File: config.mk
export PLATFORM = sky130hd
export DESIGN_NAME = dtpy_to_deg
export DESIGN_NICKNAME = d
export VERILOG_FILES = /design/src/rtl/core/dtpy_pkg.sv /design/src/rtl/core/dtpy_to_deg.sv
export SDC_FILE = /design/constraint.sdc
export NUM_CORES = 2
export LEC_CHECK = 0
export BUFFER_PORTS_ARGS = -buffer_cell sky130_fd_sc_hd__buf_2
export CAP_MARGIN = 30
export CELL_PAD_IN_SITES_DETAIL_PLACEMENT = 1
export CELL_PAD_IN_SITES_GLOBAL_PLACEMENT = 2
export CORE_MARGIN = 3
export CORE_UTILIZATION = 30
export CTS_BUF_LIST = sky130_fd_sc_hd__clkbuf_8 sky130_fd_sc_hd__clkbuf_16
export CTS_CLUSTER_DIAMETER = 30
export DETAILED_ROUTE_END_ITERATION = 10
export PLACE_DENSITY = 0.57
export SYNTH_ARGS = -nofsm -noshare
export SYNTH_HDL_FRONTEND = slang
export SYNTH_SLANG_ARGS = --single-unit
File: constraint.sdc
create_clock -name i_clk -period 22.1 [get_ports i_clk]
set_input_delay 4.42 -clock i_clk [delete_from_list [all_inputs] [get_ports i_clk]]
set_output_delay 4.42 -clock i_clk [all_outputs]
set_load 0.05 [all_outputs]
File: src/rtl/core/dtpy_pkg.sv
// shared types, constants and arctangent table for direction_to_pitch_yaw
package dtpy_pkg;

    localparam int COORD_BITS      = 32;
    localparam int ANGLE_FRAC_BITS = 7;
    localparam int CORDIC_STEPS    = 16;
    localparam int MAX_STEPS       = 32;

    // coordinate differences
    localparam int DIFF_BITS = COORD_BITS + 1;
    localparam int POS_BITS  = $clog2(DIFF_BITS);

    // normalized magnitudes lie in [2^28, 2^29)
    localparam int NORM_MSB  = 28;
    localparam int NORM_BITS = NORM_MSB + 1;

    // square root of the horizontal length
    localparam int SQ_IN_BITS = 2 * NORM_BITS + 2;
    localparam int SQ_STEPS   = SQ_IN_BITS / 2;

    // cordic datapath
    localparam int XY_BITS = NORM_BITS + 5;
    localparam int Z_BITS  = 36;

    // degree conversion
    localparam int OUT_BITS   = 9 + ANGLE_FRAC_BITS;
    localparam int DEG_SCALE  = 180 << ANGLE_FRAC_BITS;
    localparam int SCALE_BITS = $clog2(DEG_SCALE + 1);
    localparam int QUO_BITS   = OUT_BITS + 1;
    localparam int NUM_BITS   = Z_BITS + SCALE_BITS + 1;
    localparam longint PI_Q30 = 64'd3373259426;

    // |z| stays below 4.9 rad, so the rounded numerator stays below 2^47;
    // its top 32 bits times floor(2^48 / pi_q30) give the quotient or one less
    localparam int     NUM_HI_LSB  = 15;
    localparam int     NUM_HI_BITS = 32;
    localparam int     RECIP_SHIFT = 48;
    localparam int     RECIP_BITS  = 17;
    localparam longint RECIP       = (64'sd1 <<< RECIP_SHIFT) / PI_Q30;
    localparam int     DEG_STAGES  = 5;

    localparam logic [OUT_BITS-1:0] FULL_TURN = OUT_BITS'(360 << ANGLE_FRAC_BITS);
    localparam logic [OUT_BITS-1:0] ANGLE_270 = OUT_BITS'(270 << ANGLE_FRAC_BITS);
    localparam logic [OUT_BITS-1:0] ANGLE_90  = OUT_BITS'(90 << ANGLE_FRAC_BITS);

    // atan(2^-i) in radians, Q30
    localparam logic [31:0] ATAN_TAB [MAX_STEPS] = '{
        32'd843314857, 32'd497837829, 32'd263043837, 32'd133525159,
        32'd67021687,  32'd33543516,  32'd16775851,  32'd8388437,
        32'd4194283,   32'd2097149,   32'd1048576,   32'd524288,
        32'd262144,    32'd131072,    32'd65536,     32'd32768,
        32'd16384,     32'd8192,      32'd4096,      32'd2048,
        32'd1024,      32'd512,       32'd256,       32'd128,
        32'd64,        32'd32,        32'd16,        32'd8,
        32'd4,         32'd2,         32'd1,         32'd1
    };

    typedef struct packed {
        logic signed [COORD_BITS-1:0] src_x;
        logic signed [COORD_BITS-1:0] src_y;
        logic signed [COORD_BITS-1:0] src_z;
        logic signed [COORD_BITS-1:0] dst_x;
        logic signed [COORD_BITS-1:0] dst_y;
        logic signed [COORD_BITS-1:0] dst_z;
    } t_in_word;

    typedef struct packed {
        logic [OUT_BITS-1:0] pitch_deg;
        logic [OUT_BITS-1:0] yaw_deg;
    } t_out_word;

    function automatic int steps_used(int steps);
        return (steps < MAX_STEPS) ? steps : MAX_STEPS;
    endfunction

    function automatic int latency(int steps);
        return 5 + SQ_STEPS + 1 + steps_used(steps) + DEG_STAGES + 1;
    endfunction

endpackage

File: src/rtl/core/dtpy_to_deg.sv
// radians q30 to wrapped degrees, reciprocal multiply by 1/pi with one correction step
module dtpy_to_deg #(
    parameter int TAG_BITS = 1
) (
    input  logic                                i_clk,
    input  logic                                i_rst_n,
    input  logic                                i_vld,
    input  logic signed [dtpy_pkg::Z_BITS-1:0]  i_z,
    input  logic [TAG_BITS-1:0]                 i_tag,
    output logic                                o_vld,
    output logic [dtpy_pkg::OUT_BITS-1:0]       o_deg,
    output logic [TAG_BITS-1:0]                 o_tag
);

    localparam int ZW  = dtpy_pkg::Z_BITS;
    localparam int NW  = dtpy_pkg::NUM_BITS;
    localparam int QW  = dtpy_pkg::QUO_BITS;
    localparam int OW  = dtpy_pkg::OUT_BITS;
    localparam int DV  = dtpy_pkg::DEG_STAGES;
    localparam int HL  = dtpy_pkg::NUM_HI_LSB;
    localparam int HW  = dtpy_pkg::NUM_HI_BITS;
    localparam int RW  = dtpy_pkg::RECIP_BITS;
    localparam int PRW = HW + RW;
    localparam int QSH = dtpy_pkg::RECIP_SHIFT - dtpy_pkg::NUM_HI_LSB;
    localparam logic [NW-1:0]  SCALE   = NW'(dtpy_pkg::DEG_SCALE);
    localparam logic [NW-1:0]  HALF    = NW'(dtpy_pkg::PI_Q30 / 2);
    localparam logic [NW-1:0]  DIVISOR = NW'(dtpy_pkg::PI_Q30);
    localparam logic [PRW-1:0] RECIP   = PRW'(dtpy_pkg::RECIP);

    logic [ZW-1:0]       w_mag;
    logic [QW-1:0]       w_q0;
    logic [NW-1:0]       w_rem;
    logic [DV-1:0]       r_vld;
    logic [NW-1:0]       r0_num, r1_num, r2_num;
    logic                r0_neg, r1_neg, r2_neg, r3_neg;
    logic [TAG_BITS-1:0] r0_tag, r1_tag, r2_tag, r3_tag;
    logic [PRW-1:0]      r1_prod;
    logic [QW-1:0]       r2_q0, r3_quo;
    logic [NW-1:0]       r2_qd;
    logic [OW-1:0]       r_deg;
    logic [TAG_BITS-1:0] r_out_tag;

    assign w_mag = i_z[ZW-1] ? ZW'(-i_z) : ZW'(i_z);
    assign w_q0  = QW'(r1_prod >> QSH);
    assign w_rem = r2_num - r2_qd;

    always_ff @(posedge i_clk) begin
        if (!i_rst_n) begin
            r_vld <= '0;
        end else begin
            r_vld <= {r_vld[DV-2:0], i_vld};
        end
    end

    always_ff @(posedge i_clk) begin
        // numerator with half the divisor added for rounding
        r0_neg  <= i_z[ZW-1];
        r0_num  <= NW'(w_mag) * SCALE + HALF;
        r0_tag  <= i_tag;
        // quotient estimate from the top bits, never above the true quotient
        r1_prod <= PRW'(r0_num[HL+HW-1:HL]) * RECIP;
        r1_num  <= r0_num;
        r1_neg  <= r0_neg;
        r1_tag  <= r0_tag;
        // estimate times the divisor
        r2_q0   <= w_q0;
        r2_qd   <= NW'(w_q0) * DIVISOR;
        r2_num  <= r1_num;
        r2_neg  <= r1_neg;
        r2_tag  <= r1_tag;
        // estimate is at most one short
        r3_quo  <= (w_rem >= DIVISOR) ? r2_q0 + QW'(1) : r2_q0;
        r3_neg  <= r2_neg;
        r3_tag  <= r2_tag;
    end

    // negative angles wrap into [0, 360)
    always_ff @(posedge i_clk) begin
        r_out_tag <= r3_tag;
        if (r3_neg && (r3_quo != '0)) begin
            r_deg <= dtpy_pkg::FULL_TURN - r3_quo[OW-1:0];
        end else begin
            r_deg <= r3_quo[OW-1:0];
        end
    end

    assign o_vld = r_vld[DV-1];
    assign o_deg = r_deg;
    assign o_tag = r_out_tag;

endmodule

==> metrics.yaml <==
layout:
  nets: 4288
  regArea_mm2: 0.00502
  multiInputGateArea_mm2: 0.0234
  drive_gt1_share_pct: 6.06
  syn_to_final_growth_pct: 13.0
  n_antenna_cell: 0
  nFillCells: 11718
clock_tree:
  cts_setup_buffers: 0
  cts-htree-levels: 2
  clkLatencyLatePin_ns: 0.64
  clkTransAtPathRegs_ns: 0.04
  postCtsHoldBufs: 0
  cts_tree: "built"
  cts_sinks: 251
  cts_resized: 0
  cts-buffers-inserted: 61
  cts-root-to-sink-buffers: 3
  cts_root_buffer: "clkbuf_16"
setup_path:
  r2r_cells: 22
  path_class: "input pin to flop"
  crit_chain: "buf_2 -> nor4_1 -> nand2_1 -> or4_1 -> or4_1 -> o41ai_1 -> xnor2_1 -> ha_1 -> inv_1 -> fa_1 -> fa_1 -> inv_1 -> ha_1 -> nand3_1 -> o31ai_1 -> a311oi_1 -> o41ai_1 -> xor2_1 -> nand4_1 -> or2_2 -> nor3_1 -> xnor2_1"
  reg2reg_from: "r1_prod[38]$_DFF_P_"
  endpoint_kind: "flop"
  cp.arrival_ns: 11.60
  r2r_setup_slack_ns: 14.00
  slowest_stage: "o31ai_1"
  r2r_end: "r2_qd[44]$_DFF_P_"
  worstPathMaxFanout: 12
  required_ns: 22.62
  max_stage_delay_ns: 0.65
  start_kind: "input pin"
worst_hold_path:
  hold_path_end: "r2_num[31]$_DFF_P_"
  min_from: "r1_num[31]$_DFF_P_"
  hp-class: "flop to flop"
  hold_depth: 0
global_routing:
  grt_pass1_wl_um: 144000
  overflow: 0
  grt_pass1_vias: 25520
  grt_max_degree: 36
  grt.total_usage_pct: 16.8
  antenna_found_initial: 4
logic_synthesis:
  yosysUniqueCellTypes: 80
  synth_enable_flop_cells: 0
  post_synth.cell_area_avg_um2: 9.66
  yosysSeqAreaShare_pct: 16.2
  yosys_warnings: 0
  synth-seq-cells: 251
  async_reset_ff_share_pct: 0
  yosys-top-cells-area: "fa_1 28%, ha_1 21%, dfxtp_1 16%, inv_1 7.7%, xnor2_1 3.9%"
  syn-num-nets: 4199
  netlist.area_leader.share_pct: 28.1
  synth_commonest_cells: "638 x inv_1, 510 x ha_1, 436 x fa_1, 251 x dfxtp_1, 159 x a21oi_1"
  yosysMostFrequentCell: "inv_1"
  synth_top_flop_cell: "dfxtp_1"
  syn_inst: 3213
  netlist_area_mm2: 0.0310
  synth_area_leader_cell: "fa_1"
floorplanning:
  die_w_um: 328
  die_h_um: 328
  coreArea_mm2: 0.102
  die-area_mm2: 0.107
  rows: 117
  ios: 58
  initial_utilization_pct: 30.4
timing:
  tns_ns: 0
  min_period_ns: 11.08
  hold_viol: 0
  rsz0062_at_grt: "false"
  fmax_mhz: 90.3
  slew_headroom_pct: 39.6
  finalSetupViolations: 0
  slew_viol_final: 0
  worst_slew_pin_slew_ns: 0.894
  period_share_pct: 50.1
  finClkSkew_ns: 0.0468
routing:
  routed_via_density: 4.73
  num_vias: 22307
  route.detailed.drc: 0
  drt-pass1-iter-count: 5
  antenna_left: 0
  wirelength_um: 87300
  drtIter0Drc: 743
  wl_per_cell_um: 18.5
placement:
  portBuffers: 57
  gp_congestion: 0.838
  hpwl_um: 76200
outcome:
  status: "complete, no violations"
flow_run:
  cap_violations: 0
registers in the layout (all words and copies together) (netlist names):
register	flops
o_deg	16
o_tag	1
r0_neg	1
r0_num	43
r0_tag	1
r1_neg	1
r1_num	42
r1_prod	17
r1_tag	1
r2_neg	1
r2_num	43
r2_q0	16
r2_qd	43
r2_tag	1
r3_neg	1
r3_quo	17
r3_tag	1
r_vld	5
how the worst max path moves through the flow:
stage	start	end
4_1_cts	i_z[3]	r0_num[50]$_DFF_P_
3_5_place_dp	i_z[3]	r0_num[50]$_DFF_P_
3_3_place_gp	i_z[3]	r0_num[50]$_DFF_P_
5_1_grt	i_z[3]	r0_num[50]$_DFF_P_
6_report	i_z[3]	r0_num[50]$_DFF_P_
2_1_floorplan	i_z[5]	r0_num[50]$_DFF_P_
placed cells by master (no fill, tap or decap), drive strengths merged, types with 45 or more instances in the layout:
| cell type | count |
|---|---|
| a21o | 63 |
| buf | 68 |
| ha | 510 |
| dfxtp | 251 |
| clkbuf | 68 |
| a21oi | 161 |
| o21ai | 108 |
| inv | 650 |
| xnor2 | 139 |
| xor2 | 73 |
| nor2 | 142 |
| nand2 | 155 |
| fa | 436 |
| nor3 | 45 |
metal layers:
metal	global-route usage (%)	vias to the layer above	routed length (µm)
met5	0	-	0
met4	3.97	0	1870
met3	1.49	103	1660
met2	30.0	233	43500
met1	22.0	11147	40200
li1	-	10824	-
per-stage QoR:
step / setup WS [ns] / hold WS (ns) / std cells / area [µm²] / util [%]
floorplan: 11.52 / 0.310 / 3213 / 31000 / -
global placement: 10.31 / 0.310 / 4606 / 32900 / 32.2
detailed placement: 10.36 / 0.313 / 4606 / 32900 / 32.2
CTS: 10.95 / 0.323 / 4717 / 35100 / 34.3
global route: 10.30 / 0.326 / 4718 / 35100 / 34.3
finish: 11.02 / 0.321 / 4718 / 35100 / 34.3
cells by family (layout without fill, tap and decap cells):
group	after synthesis	count (layout)	share of synthesized area (%)
fa+ha+maj	946	946	48.7
buf+inv	680	817	8.25
simple gates	563	563	8.91
compound gates	552	552	11.7
flops	251	251	16.2
xor+xnor	212	212	5.98
mux	9	9	0.294
worst max-delay path, delay by kind of cell:
kind	cells	cell delay [ns]
AND/OR/NAND/NOR	8	2.42
AO/OA/AOI/OAI	4	2.10
adder cells (fa/ha/maj)	4	1.85
XOR/XNOR	3	0.55
buffers and inverters	3	0.23
layout make-up:
type / instances / area share (%)
Clock buffer: 68 / 4.63
Clock inverter: 43 / 1.44
Inverter: 638 / 6.83
Multi-Input combinational cell: 2282 / 66.9
Sequential cell: 251 / 14.3
Tap cell: 1368 / 4.88
Timing Repair Buffer: 68 / 1.04
Power is left out: the tool's default activity adds up to more than one toggle a clock period on the data nets, which glitch-free logic cannot reach.
